`config.mk`:
```
export PLATFORM = sky130hd
export DESIGN_NAME = pfb_queue
export DESIGN_NICKNAME = d
export VERILOG_FILES = /design/src/rtl/pfb_pkg.sv /design/src/rtl/pfb_queue.sv
export SDC_FILE = /design/constraint.sdc
export NUM_CORES = 1
export LEC_CHECK = 0
export ABC_AREA = 0
export BUFFER_PORTS_ARGS = -buffer_cell sky130_fd_sc_hd__buf_2
export CAP_MARGIN = 20
export CORE_ASPECT_RATIO = 0.7
export CORE_UTILIZATION = 51
export CTS_BUF_LIST = sky130_fd_sc_hd__clkbuf_8
export CTS_CLUSTER_DIAMETER = 30
export DETAILED_ROUTE_END_ITERATION = 7
export PLACE_DENSITY = 0.78
export SYNTH_ARGS = -nofsm -noshare
export SYNTH_HDL_FRONTEND = slang
export SYNTH_SLANG_ARGS = --single-unit
```
`constraint.sdc`:
```
create_clock -name clk -period 4.2 [get_ports clk]
set_input_delay 0.84 -clock clk [delete_from_list [all_inputs] [get_ports clk]]
set_output_delay 0.84 -clock clk [all_outputs]
set_load 0.01 [all_outputs]
```
`src/rtl/pfb_pkg.sv`:
```
// Shared types and codes of the paged frame buffer line draw unit.
// No dependencies; imported by every module of the block.
`timescale 1ns / 1ps

package pfb_pkg;

	// Request opcodes
	typedef enum logic [2:0] {
		OP_WRITE_BYTE   = 3'd0,
		OP_READ_BYTE    = 3'd1,
		OP_PIXEL_ON     = 3'd2,
		OP_PIXEL_OFF    = 3'd3,
		OP_PIXEL_TOGGLE = 3'd4,
		OP_LINE         = 3'd5,
		OP_CLEAR_ALL    = 3'd6,
		OP_CLEAR_PAGE   = 3'd7
	} pfb_op_t;

	// Result status codes
	typedef enum logic [2:0] {
		ST_OK        = 3'd0,
		ST_BAD_COL_A = 3'd1,
		ST_BAD_COL_B = 3'd2,
		ST_BAD_ROW_A = 3'd3,
		ST_BAD_ROW_B = 3'd4
	} pfb_status_t;

	// Work kinds handed from the front end to the engine
	typedef enum logic [2:0] {
		KIND_STATUS,
		KIND_WRITE,
		KIND_READ,
		KIND_DRAW,
		KIND_CLEAR
	} pfb_kind_t;

	// Pixel update applied on each drawn pixel
	typedef enum logic [1:0] {
		PIX_SET,
		PIX_CLEAR,
		PIX_TOGGLE
	} pfb_pix_mode_t;

	// Engine states
	typedef enum logic [2:0] {
		BK_IDLE,
		BK_SWEEP,
		BK_RDATA,
		BK_DRAW,
		BK_FINISH
	} pfb_bk_state_t;

	// Request word
	typedef struct packed {
		logic [2:0] opcode;
		logic [7:0] col_a;
		logic [7:0] row_a;
		logic [7:0] col_b;
		logic [7:0] row_b;
		logic [7:0] page_index;
		logic [7:0] write_data;
	} pfb_in_t;

	// Result word
	typedef struct packed {
		logic [7:0] read_data;
		logic [2:0] status;
	} pfb_out_t;

	// Classified command held in the queue
	typedef struct packed {
		pfb_kind_t     kind;
		pfb_pix_mode_t mode;
		logic          all_pages;
		pfb_status_t   status;
		logic [7:0]    col_a;
		logic [7:0]    row_a;
		logic [7:0]    col_b;
		logic [7:0]    row_b;
		logic [7:0]    page;
		logic [7:0]    data;
	} pfb_cmd_t;

	// Queue head as seen by the engine
	typedef struct packed {
		logic     valid;
		pfb_cmd_t cmd;
	} pfb_head_t;

endpackage

```
`src/rtl/pfb_queue.sv`:
```
// Two-entry command queue between front end and engine.
// Depends on pfb_pkg for the command type.
`timescale 1ns / 1ps

module pfb_queue (
	input  logic             clk,
	input  logic             arst_n,
	input  logic             push,
	input  pfb_pkg::pfb_cmd_t push_cmd,
	input  logic             pop,
	output pfb_pkg::pfb_head_t head,
	output logic             full
);
	import pfb_pkg::*;

	pfb_cmd_t   entries_q [2];
	logic       wr_ptr_q;
	logic       rd_ptr_q;
	logic [1:0] count_q;

	// storage, no reset on payload
	always_ff @(posedge clk) begin
		if (push) begin
			entries_q[wr_ptr_q] <= push_cmd;
		end
	end

	// pointers and fill count
	always_ff @(posedge clk or negedge arst_n) begin
		if (!arst_n) begin
			wr_ptr_q <= 1'b0;
			rd_ptr_q <= 1'b0;
			count_q  <= 2'd0;
		end else begin
			if (push) begin
				wr_ptr_q <= ~wr_ptr_q;
			end
			if (pop) begin
				rd_ptr_q <= ~rd_ptr_q;
			end
			case ({push, pop})
				2'b10:   count_q <= count_q + 2'd1;
				2'b01:   count_q <= count_q - 2'd1;
				default: count_q <= count_q;
			endcase
		end
	end

	assign head.valid = (count_q != 2'd0);
	assign head.cmd   = entries_q[rd_ptr_q];
	assign full       = (count_q == 2'd2);

endmodule

```
# After elaboration in Yosys (flattened, before gate mapping)
# Memories as Yosys holds them, arrays and structs flattened.
# Index checks and enable logic that the tools add are counted.
# W data, S select, Z words.
# word_totals
mem_count	1
word_cells	16
regBits	4
mem_bits_rw	114
out_inout_bits	59
# classes
bitwise_logic	2
n_eq_ne	3
add_sub_neg	2
muxes	3
reduce_logical	2
# mem_list
name	words	word_bits	rd	rd_clocked_by_memory_dff	wr	line_no	rtl
entries_q	2	57	1	0	1	pfb_queue.sv:16	pfb_cmd_t entries_q [2];
# ops
operator	count
$eq A2 B2 Y1 const B	2
$pmux W2 S2	1
$reduce_bool A2 Y1	2
$add A2 B1 Y2 const B	1
$eq A2 B1 Y1 const B	1
$mux W1	2
$not A1 Y1	2
$sub A2 B1 Y2 const B	1

# Depth between registers and ports, before layout
# logic_depth
ltp_word	2
depth_mapped	5

# Worst setup path before layout
# No wires, ideal clock.
# synth_path
kind	input -> register
from	in push
to	mem entries_q[0][0] in the netlist's numbering (enable)
path_slack_ns	0.436
path_buffers	0
path_stages	2
setup_time_ns	0.473
arrival_time_ns	3.290
cell_sequence	inv_1 > nor2_1
# synth_between
elab_chain_cells	2
# synth_rtl
item	line_no	rtl
start: declaration	pfb_queue.sv:8	input logic push,
$mux W1	pfb_queue.sv:23	if (push) begin
$mux W1 (not written as such)	pfb_queue.sv:24	entries_q[wr_ptr_q] <= push_cmd;
end: declaration	pfb_queue.sv:16	
# No other way between the ends.

==> flow_summary.yaml <==
final_layout:
  nets: 391
  areaGrowthSynthToFinish_pct: 26.5
  diodes: 0
  fillers: 539
  final_cells: 443
  layout_commonest_cell: "buf_2"
  final_util_pct: 68.5
  final_layout_size_suffix_gt1_share_pct: 62.6
  layout_common_cells: "buf_2 (119), edfxtp_1 (114), mux2_2 (37)"
global_route:
  grt_pass1_vias: 2295
  grt_usage_pct: 17.7
  grt_first_pass_wirelength_microns: 11300
  overflow: 0
  grt_max_degree: 41
  antenna_found_initial: 1
timing:
  fmax_mhz: 336
  period_share_pct: 70.8
  finClkSkew_ns: 0.00855
  setup-tns-final_ns: 0
  max-slew-margin-rel_pct: 55.7
  worst_pin_slew_ns: 0.664
  rsz0062_at_grt: "false"
  drv_slew: 0
  setup_viol: 0
  final_hold_viol_count: 0
  holdWs_ns: 0.209
  fin_crit_ns: 2.98
clocking:
  numCtsBuffers: 17
  h-tree-depth: 4
  clock-sinks: 118
  cts_setup_buffers: 0
  ctsHoldBuffers: 0
  cts_resized: 0
  clkSlewWorstSetupHoldPaths_ns: 0.07
  cts_tree: "done"
  cts.path.max_buffers: 2
  cts-root-buf: "clkbuf_8"
  clock_latency_ns: 0.42
power_and_ir_drop:
  powerDensity_nw_per_um2: 688
  p_leak_nw: 2.19
  p_int_mw: 2.78
  p_comb_share_pct: 26.4
  p_switching_mw: 1.03
  p_total_mw: 3.81
  pwr-share-clk_pct: 29.4
  p_sw_share_pct: 26.9
  seqPwrFrac_pct: 44.2
  peakVddDrop_v: 0.000427
route:
  drc: 0
  vias: 2203
  drt_wl_total_microns: 7340
  first_iter_violations: 114
  routed_via_density: 4.97
  final_antenna_net_count: 0
  drtPass1Iterations: 4
  drt-wirelength-per-cell_microns: 16.6
place:
  dp.cells: 411
  hpwl_microns: 4750
  gp_congestion: 0.693
  port_buffers: 119
floorplanning:
  die_w_microns: 113
  fp.dieH_microns: 79.5
  core_area_sq_um: 8070
  io-pin-count: 120
  dieArea_sq_um: 8960
  initial_core_util_pct: 54.2
  row_count: 27
worst_setup_path:
  path_buf_inv: 2
  path_max_fanout: 28
  start_kind: "register"
  crit_slowest_cell: "dfrtp_2"
  crit_path_end_kind: "output pin"
  cp_top_family: "flip-flops"
  cpPeakStageDelay_ns: 0.78
  crit_required_ns: 3.36
  arrival_ns: 2.14
  crit_type: "register to output pin"
  cp_cell_sequence: "buf_4 -> mux2_2 -> buf_2"
synthesis:
  syn_nets: 255
  netlist_area_sq_um: 4380
  synth_seq_area_share_pct: 80.5
  synth_top_family_by_area: "multiplexers"
  synth_area_per_cell_sq_um: 22.7
  synthXorXnorAreaFrac_pct: 1.00
  synthCells: 193
  ys_seq_elements: 118
  yosys_warnings: 0
  ys_types: 14
  synth_compound_area_share_pct: 0
  synth_mux_area_share_pct: 16.4
  synth_fa_ha_area_share_pct: 0.286
  yosys.area_share.simple_pct: 0.601
run:
  maxCapViolCount: 0
min_path:
  hp-class: "input pin to async pin"
run_status:
  status: "complete, no violations"
## cell usage after synthesis
| cell | number | area [sq um] |
|---|---|---|
| and2_1 | 1 | 6.26 |
| buf_2 | 3 | 15.0 |
| buf_6 | 3 | 33.8 |
| dfrtp_1 | 4 | 100 |
| edfxtp_1 | 114 | 3420 |
| ha_1 | 1 | 12.5 |
| inv_1 | 1 | 3.75 |
| mux2_2 | 37 | 417 |
| mux2_4 | 20 | 300 |
| nor2_1 | 2 | 7.51 |
| nor2b_1 | 1 | 6.26 |
| or2_2 | 1 | 6.26 |
| xnor2_1 | 2 | 17.5 |
| xor2_1 | 3 | 26.3 |
## stage by stage
stage,setup slack [ns],area [sq um]
after global routing,1.08,5530
final,1.22,5530
after CTS,1.16,5530
after floorplan,0.436,4380
after detailed placement,1.63,5090
after global placement,1.65,5090
## cell families after synthesis
group	count (synthesis)
AND/OR/NAND/NOR	5
XOR/XNOR	5
multiplexers	57
adder cells (fa/ha/maj)	1
flip-flops	118
buffers and inverters	7
## worst paths after layout
kind,slack (ns),endpoint,startpoint,cells after the start
max,1.22,head[21],rd_ptr_q$_DFFE_PN0P_,3
min,0.21,count_q[1]$_DFFE_PN0P_,arst_n,1
max reg2reg,2.37,entries_q[0][11]$_DFFE_PP_,wr_ptr_q$_DFFE_PN0P_,2
min reg2reg,0.48,count_q[1]$_DFFE_PN0P_,count_q[1]$_DFFE_PN0P_,1
max in group asynchronous,3.85,rd_ptr_q$_DFFE_PN0P_,arst_n,1
min in group clk,0.48,count_q[1]$_DFFE_PN0P_,count_q[1]$_DFFE_PN0P_,1
## final cells by class
type,instances,area (sq um),share of cell area (%)
clock buffers,21,289,5.22
clock inverters,11,155,2.80
inverters,1,3.75,0.0678
multi-input cells,68,808,14.6
flip-flops and latches,118,3520,63.7
well taps,101,126,2.28
repair buffers,123,626,11.3
## sequential cells by signal (all words and copies together), names as in the netlist
name,flops
wr_ptr_q,1
entries_q,114
rd_ptr_q,1
count_q,2
## metal layers
layer  share of wire (%)  global-route usage, %
met5                   0                      0
met4                 1.0                   7.60
met2                  46                   27.2
met3                 8.9                   9.04
met1                  44                   21.2
## power by group through the flow
stage               clock (mW)  sequential, mW  combinational (mW)
finish                    1.12            1.68                1.01
global placement             0            1.70                1.00
floorplan                    0            1.65               0.731
detailed placement           0            1.71                1.02
CTS                       1.14            1.69                1.02
global route              1.19            1.71                1.08
No activity file was read; power rests on OpenSTA's default activity.
