--- config.mk ---
export PLATFORM = sky130hd
export DESIGN_NAME = pfb_front
export DESIGN_NICKNAME = d
export VERILOG_FILES = /design/src/rtl/pfb_pkg.sv /design/src/rtl/pfb_front.sv
export SDC_FILE = /design/constraint.sdc
export NUM_CORES = 1
export LEC_CHECK = 0
export ABC_AREA = 1
export BUFFER_PORTS_ARGS = -buffer_cell sky130_fd_sc_hd__buf_2
export CAP_MARGIN = 25
export CORE_MARGIN = 2
export CORE_UTILIZATION = 32
export DETAILED_ROUTE_END_ITERATION = 12
export PLACE_DENSITY_LB_ADDON = 0.1
export SLEW_MARGIN = 20
export SYNTH_ARGS = -nofsm -noshare
export SYNTH_HDL_FRONTEND = slang
export SYNTH_SLANG_ARGS = --single-unit
--- constraint.sdc ---
create_clock -name vclk -period 1.3
set_clock_uncertainty 0.2 [all_clocks]
set_input_delay 0.13 -clock vclk [all_inputs]
set_output_delay 0.13 -clock vclk [all_outputs]
set_load 0.005 [all_outputs]
--- src/rtl/pfb_pkg.sv ---
// Shared types and codes of the paged frame buffer line draw unit.
// No dependencies; imported by every module of the block.
`timescale 1ns / 1ps

package pfb_pkg;

	// Request opcodes
	typedef enum logic [2:0] {
		OP_WRITE_BYTE   = 3'd0,
		OP_READ_BYTE    = 3'd1,
		OP_PIXEL_ON     = 3'd2,
		OP_PIXEL_OFF    = 3'd3,
		OP_PIXEL_TOGGLE = 3'd4,
		OP_LINE         = 3'd5,
		OP_CLEAR_ALL    = 3'd6,
		OP_CLEAR_PAGE   = 3'd7
	} pfb_op_t;

	// Result status codes
	typedef enum logic [2:0] {
		ST_OK        = 3'd0,
		ST_BAD_COL_A = 3'd1,
		ST_BAD_COL_B = 3'd2,
		ST_BAD_ROW_A = 3'd3,
		ST_BAD_ROW_B = 3'd4
	} pfb_status_t;

	// Work kinds handed from the front end to the engine
	typedef enum logic [2:0] {
		KIND_STATUS,
		KIND_WRITE,
		KIND_READ,
		KIND_DRAW,
		KIND_CLEAR
	} pfb_kind_t;

	// Pixel update applied on each drawn pixel
	typedef enum logic [1:0] {
		PIX_SET,
		PIX_CLEAR,
		PIX_TOGGLE
	} pfb_pix_mode_t;

	// Engine states
	typedef enum logic [2:0] {
		BK_IDLE,
		BK_SWEEP,
		BK_RDATA,
		BK_DRAW,
		BK_FINISH
	} pfb_bk_state_t;

	// Request word
	typedef struct packed {
		logic [2:0] opcode;
		logic [7:0] col_a;
		logic [7:0] row_a;
		logic [7:0] col_b;
		logic [7:0] row_b;
		logic [7:0] page_index;
		logic [7:0] write_data;
	} pfb_in_t;

	// Result word
	typedef struct packed {
		logic [7:0] read_data;
		logic [2:0] status;
	} pfb_out_t;

	// Classified command held in the queue
	typedef struct packed {
		pfb_kind_t     kind;
		pfb_pix_mode_t mode;
		logic          all_pages;
		pfb_status_t   status;
		logic [7:0]    col_a;
		logic [7:0]    row_a;
		logic [7:0]    col_b;
		logic [7:0]    row_b;
		logic [7:0]    page;
		logic [7:0]    data;
	} pfb_cmd_t;

	// Queue head as seen by the engine
	typedef struct packed {
		logic     valid;
		pfb_cmd_t cmd;
	} pfb_head_t;

endpackage

--- src/rtl/pfb_front.sv ---
// Front end: takes request words, range-checks them and turns each into a command.
// Depends on pfb_pkg for request and command types.
`timescale 1ns / 1ps

module pfb_front #(
	parameter int COLUMNS = 162,
	parameter int PAGES   = 8
) (
	input  logic              start,
	input  pfb_pkg::pfb_in_t  request,
	input  logic              q_full,
	input  logic              init_busy,
	output logic              busy,
	output logic              push,
	output pfb_pkg::pfb_cmd_t cmd
);
	import pfb_pkg::*;

	localparam logic [8:0] COL_LIM  = 9'(COLUMNS);
	localparam logic [8:0] ROW_LIM  = 9'(PAGES * 8);
	localparam logic [8:0] PAGE_LIM = 9'(PAGES);

	logic col_a_bad;
	logic col_b_bad;
	logic row_a_bad;
	logic row_b_bad;
	logic page_bad;

	assign busy = q_full | init_busy;
	assign push = start & ~busy;

	// range checks
	assign col_a_bad = ({1'b0, request.col_a} >= COL_LIM);
	assign col_b_bad = ({1'b0, request.col_b} >= COL_LIM);
	assign row_a_bad = ({1'b0, request.row_a} >= ROW_LIM);
	assign row_b_bad = ({1'b0, request.row_b} >= ROW_LIM);
	assign page_bad  = ({1'b0, request.page_index} >= PAGE_LIM);

	// opcode decode; a failed check becomes a status-only command
	always_comb begin
		cmd.kind      = KIND_STATUS;
		cmd.mode      = PIX_TOGGLE;
		cmd.all_pages = 1'b0;
		cmd.status    = ST_OK;
		cmd.col_a     = request.col_a;
		cmd.row_a     = request.row_a;
		cmd.col_b     = request.col_b;
		cmd.row_b     = request.row_b;
		cmd.page      = request.page_index;
		cmd.data      = request.write_data;
		unique case (pfb_op_t'(request.opcode))
			OP_WRITE_BYTE, OP_READ_BYTE: begin
				if (col_a_bad) begin
					cmd.status = ST_BAD_COL_A;
				end else if (page_bad) begin
					cmd.status = ST_BAD_ROW_A;
				end else if (pfb_op_t'(request.opcode) == OP_WRITE_BYTE) begin
					cmd.kind = KIND_WRITE;
				end else begin
					cmd.kind = KIND_READ;
				end
			end
			OP_PIXEL_ON, OP_PIXEL_OFF, OP_PIXEL_TOGGLE: begin
				// single pixel is a line of one point
				cmd.col_b = request.col_a;
				cmd.row_b = request.row_a;
				if (pfb_op_t'(request.opcode) == OP_PIXEL_ON) begin
					cmd.mode = PIX_SET;
				end else if (pfb_op_t'(request.opcode) == OP_PIXEL_OFF) begin
					cmd.mode = PIX_CLEAR;
				end
				if (col_a_bad) begin
					cmd.status = ST_BAD_COL_A;
				end else if (row_a_bad) begin
					cmd.status = ST_BAD_ROW_A;
				end else begin
					cmd.kind = KIND_DRAW;
				end
			end
			OP_LINE: begin
				if (col_a_bad) begin
					cmd.status = ST_BAD_COL_A;
				end else if (col_b_bad) begin
					cmd.status = ST_BAD_COL_B;
				end else if (row_a_bad) begin
					cmd.status = ST_BAD_ROW_A;
				end else if (row_b_bad) begin
					cmd.status = ST_BAD_ROW_B;
				end else begin
					cmd.kind = KIND_DRAW;
				end
			end
			OP_CLEAR_ALL: begin
				cmd.kind      = KIND_CLEAR;
				cmd.all_pages = 1'b1;
			end
			OP_CLEAR_PAGE: begin
				if (page_bad) begin
					cmd.status = ST_BAD_ROW_A;
				end else begin
					cmd.kind = KIND_CLEAR;
				end
			end
			default: begin
				cmd.kind = KIND_STATUS;
			end
		endcase
	end

endmodule

# After elaboration in Yosys (flattened, before gate mapping)
# Index checks and enable logic that the tools add are counted.
# W data, S select, Z words.
[totals]
in_bits = 54
reg_bits = 0
wordCells = 43
[op_classes]
n_mux = 25
n_lt_le_gt_ge = 5
bitwise = 3
n_eq_ne = 7
reduce_logical = 3
[op_table]
columns = ["op", "n"]
rows = [
  ["$mux W2", 13],
  ["$mux W3", 8],
  ["$ge A8 B7 Y1 const B", 2],
  ["$ge A8 B8 Y1 const B", 2],
  ["$mux W16", 1],
  ["$pmux W3 S5", 1],
  ["$eq A3 B3 Y1 const B", 4],
  ["$pmux W3 S4", 1],
  ["$ge A8 B4 Y1 const B", 1],
  ["$eq A3 B2 Y1 const B", 2],
  ["$eq A3 B1 Y1 const B", 1],
  ["$logic_not A3 Y1", 1],
  ["$reduce_or A3 Y1", 1],
  ["$reduce_or A2 Y1", 1],
  ["$and A1 B1 Y1", 1],
  ["$mux W1", 1],
  ["$not A1 Y1", 1],
  ["$or A1 B1 Y1", 1],
]

# Depth between registers and ports, before layout
[depth]
word_depth = 6
mapped_depth = 9

# Worst setup path before layout
# OpenSTA, ideal clock, no wires.
[synth_path]
kind = "in2out"
from = "input port request[43] (netlist bit)"
to = "output port cmd[50] (netlist bit)"
path_buffers = 1
required_time_ps = 970
setup_slack_ps = 148
t_arrival_ps = 822
path_stages = 6
path_cell_list = "nor2_1 nand2_1 nand3_1 and2_1 clkbuf_4 nor3b_1"
[synth_rtl]
columns = ["element", "line_no", "source"]
rows = [
  ["start, declared", "pfb_front.sv:10", "input pfb_pkg::pfb_in_t request,"],
  ["end, declared", "pfb_front.sv:15", "output pfb_pkg::pfb_cmd_t cmd"],
]

==> metrics.csv <==
stage,metric,value,unit
sta,Slew headroom,83.9,%
finish,most frequent cells in the layout,"buf_2 (79), nand2_1 (40), buf_6 (17), buf_4 (17), nand2_2 (12)",
power,Psw,0.242,mW
floorplanning,Die Wd,53.9,um
power,Internal,0.278,mW
sta,"Hold Violations, Final",0,
finish,FFs & Latches,0,
grt,vias in the first global route,952,
finish,design area,1490,um2
critical_path,slowest CP cell,nand3b_1,
power,Design Power,0.520,mW
critical_path,crit path max fanout,3,
detailed_routing,Initial DRT Pass Iterations,3,
finish,layout cells sized above 1,69.8,%
hold_path,Min-Delay Path Class,in -> out,
sta,setup violators final,0,
logic_synthesis,post-synthesis sequential area ratio,0,%
finish,Layout Nets,291,
detailed_routing,Post-DRT Antenna Nets,0,
sta,Max Clk Rate,0.774,GHz
run,MaxCap Viol Count,0,
critical_path,Worst Path Arrival,0.96,ns
finish,fillers,244,
critical_path,"delay-heaviest family, CP",simple AND/OR/NAND/NOR gates,
sta,fin crit share,99.4,%
place,Port Buf Inserts,91,
place,Post-Place Cell Area,1190,um2
finish,P&R area growth vs syn,86.3,%
critical_path,CP startpoint kind,input pin,
power,worst-case vdd ir drop,0.190,mV
logic_synthesis,"top cells by area, synth","buf_4 (32%), nand2_1 (25%), nand3_1 (7.5%), inv_1 (7.1%), nor2_1 (7.1%)",
detailed_routing,DRT iter0 DRCs,1,
power,Leakage,0.889,nW
power,Net Sw Frac,46.5,%
critical_path,"Data required, critical path",0.97,ns
floorplanning,Ports,113,
critical_path,CP peak stage delay,0.14,ns
logic_synthesis,Yosys cell types,21,
logic_synthesis,top cell type's share of synthesized area,32.0,%
sta,Tmin final,1.29,ns
power,Clk pwr share,0,%
floorplanning,die area,2910,um2
sta,pins over their slew limit,0,
critical_path,Critical Path End,cmd[49],
critical_path,instance count on the critical path,10,
detailed_routing,vias,1189,
detailed_routing,vias per inst,4.49,
finish,ANT cells,0,
detailed_routing,Avg WL per Cell,10.2,um
clock_network,hold_buf cts,0,
status,status,"finished, final reports clean",
floorplanning,Core ar.,2410,um2
floorplanning,Die H,53.9,um
place,HPWL after DPL,2050,um
finish,FF+latch area,0,um2
critical_path,CP Class,in -> out,
critical_path,cell with the most instances on the worst path,nand2_1,
critical_path,CP Cell Sequence,"buf_2, nor2_4, nand3b_1, nand2_1, o21ai_2, inv_1, nand2_1, nand2_1, nand2_1, buf_2",
power,PwrDens,350,nW/um2
power,Sequential Power Share,0,%
grt,first-pass GRT wire length,3680,um
sta,unrepaired setup endpoints after global routing,true,
logic_synthesis,Syn. warnings,0,
floorplanning,Rows,18,
critical_path,WP buf/inv,3,
finish,CLK BUF,0,
floorplanning,Initial Utilization,33.1,%
power,Comb power frac,100.0,%
logic_synthesis,Post-Syn Area,797,um2
sta,Worst-Margin Slew,0.239,ns
grt,GR Overflow Total,0,
logic_synthesis,Post-Synthesis Cells,154,
finish,"most common cell after layout, fill and taps aside",buf_2,
critical_path,CP startpoint,request[12],
critical_path,Worst Setup End Kind,output pin,
place,GP Congestion,0.752,
grt,gr usage total,16.1,%
grt,initial antenna violation count,0,
detailed_routing,# DRC,0,
detailed_routing,drt total wl,2700,um
logic_synthesis,syn_nets,208,
grt,largest net degree at the start of global routing,10,
logic_synthesis,post-synth top area cell,buf_4,
logic_synthesis,Avg Synthesized Cell Area,5.18,um2
metrics by stage:
step	setup TNS, ns	setup WS [ns]	cells	utilization [%]	hold WS, ns
finish	0	0.00800	265	61.6	0.0600
global route	-0.547	-0.0831	265	61.6	0.0600
CTS	-0.00243	-0.00243	265	56.0	0.0600
detailed placement	-1.15	-0.167	262	49.3	0.0600
global placement	-0.972	-0.168	262	49.3	0.0600
floorplan	0	0.148	154	-	0.0911
layout make-up:
type	instances	area [um2]	share of cell area, %
timing repair buffer	116	759	51.1
multi-input combinational	102	614	41.4
inverter	16	70.1	4.72
tap	30	37.5	2.53
timing repair inverter	1	3.75	0.253
how the worst min path moves through the flow:
stage                 from      end  cells past startpoint
2_1_floorplan  request[48]  cmd[51]                      1
3_3_place_gp    request[4]   cmd[4]                      0
3_5_place_dp    request[4]   cmd[4]                      0
4_1_cts         request[4]   cmd[4]                      0
5_1_grt         request[8]   cmd[8]                      0
6_report        request[3]   cmd[3]                      0
metal layers:
layer / routed length (um) / GRT usage, % / up-vias
li1: - / - / 612
met1: 1010 / 20.0 / 510
met2: 1420 / 31.5 / 61
met3: 242 / 0.278 / 6
met4: 31 / 1.28 / 0
met5: 0 / 0 / -
synthesized netlist by cell type:
cell and count:
o21ai_2 1, nand4_1 1, nor3_1 1, inv_1 15
a21o_1 1, o21ai_0 8, nor2_1 15, and2_1 1
nor4_1 1, buf_4 34, or2_2 1, inv_2 1
nand2_2 1, nand3b_1 3, nand2_1 53, nand3_1 12
clkbuf_4 1, a21oi_1 1, nand3b_4 1, nor3b_1 1
buf_6 1
cells by family (layout without fill, tap and decap cells):
group / Yosys count / after routing / share of synthesized area, %
AOI/OAI and AO/OA: 11 / 11 / 7.69
buffers and inverters: 52 / 133 / 41.9
and+or+nand+nor: 91 / 91 / 50.4
power by group through the flow:
stage                     registers, mW  clock network, mW  logic (mW)
after detailed placement              0                  0       0.411
after global routing                  0                  0       0.581
after global placement                0                  0       0.406
final                                 0                  0       0.520
after CTS                             0                  0       0.473
after floorplan                       0                  0       0.244
what timing repair did:
action / in CTS / in global routing
pin swaps: 18 / 26
gates resized for setup: 44 / 44
cloned: 2 / 0
buffers inserted: 1 / 0
endpoints found under the setup margin: 16 / 21
No activity file was read; power rests on OpenSTA's default activity.
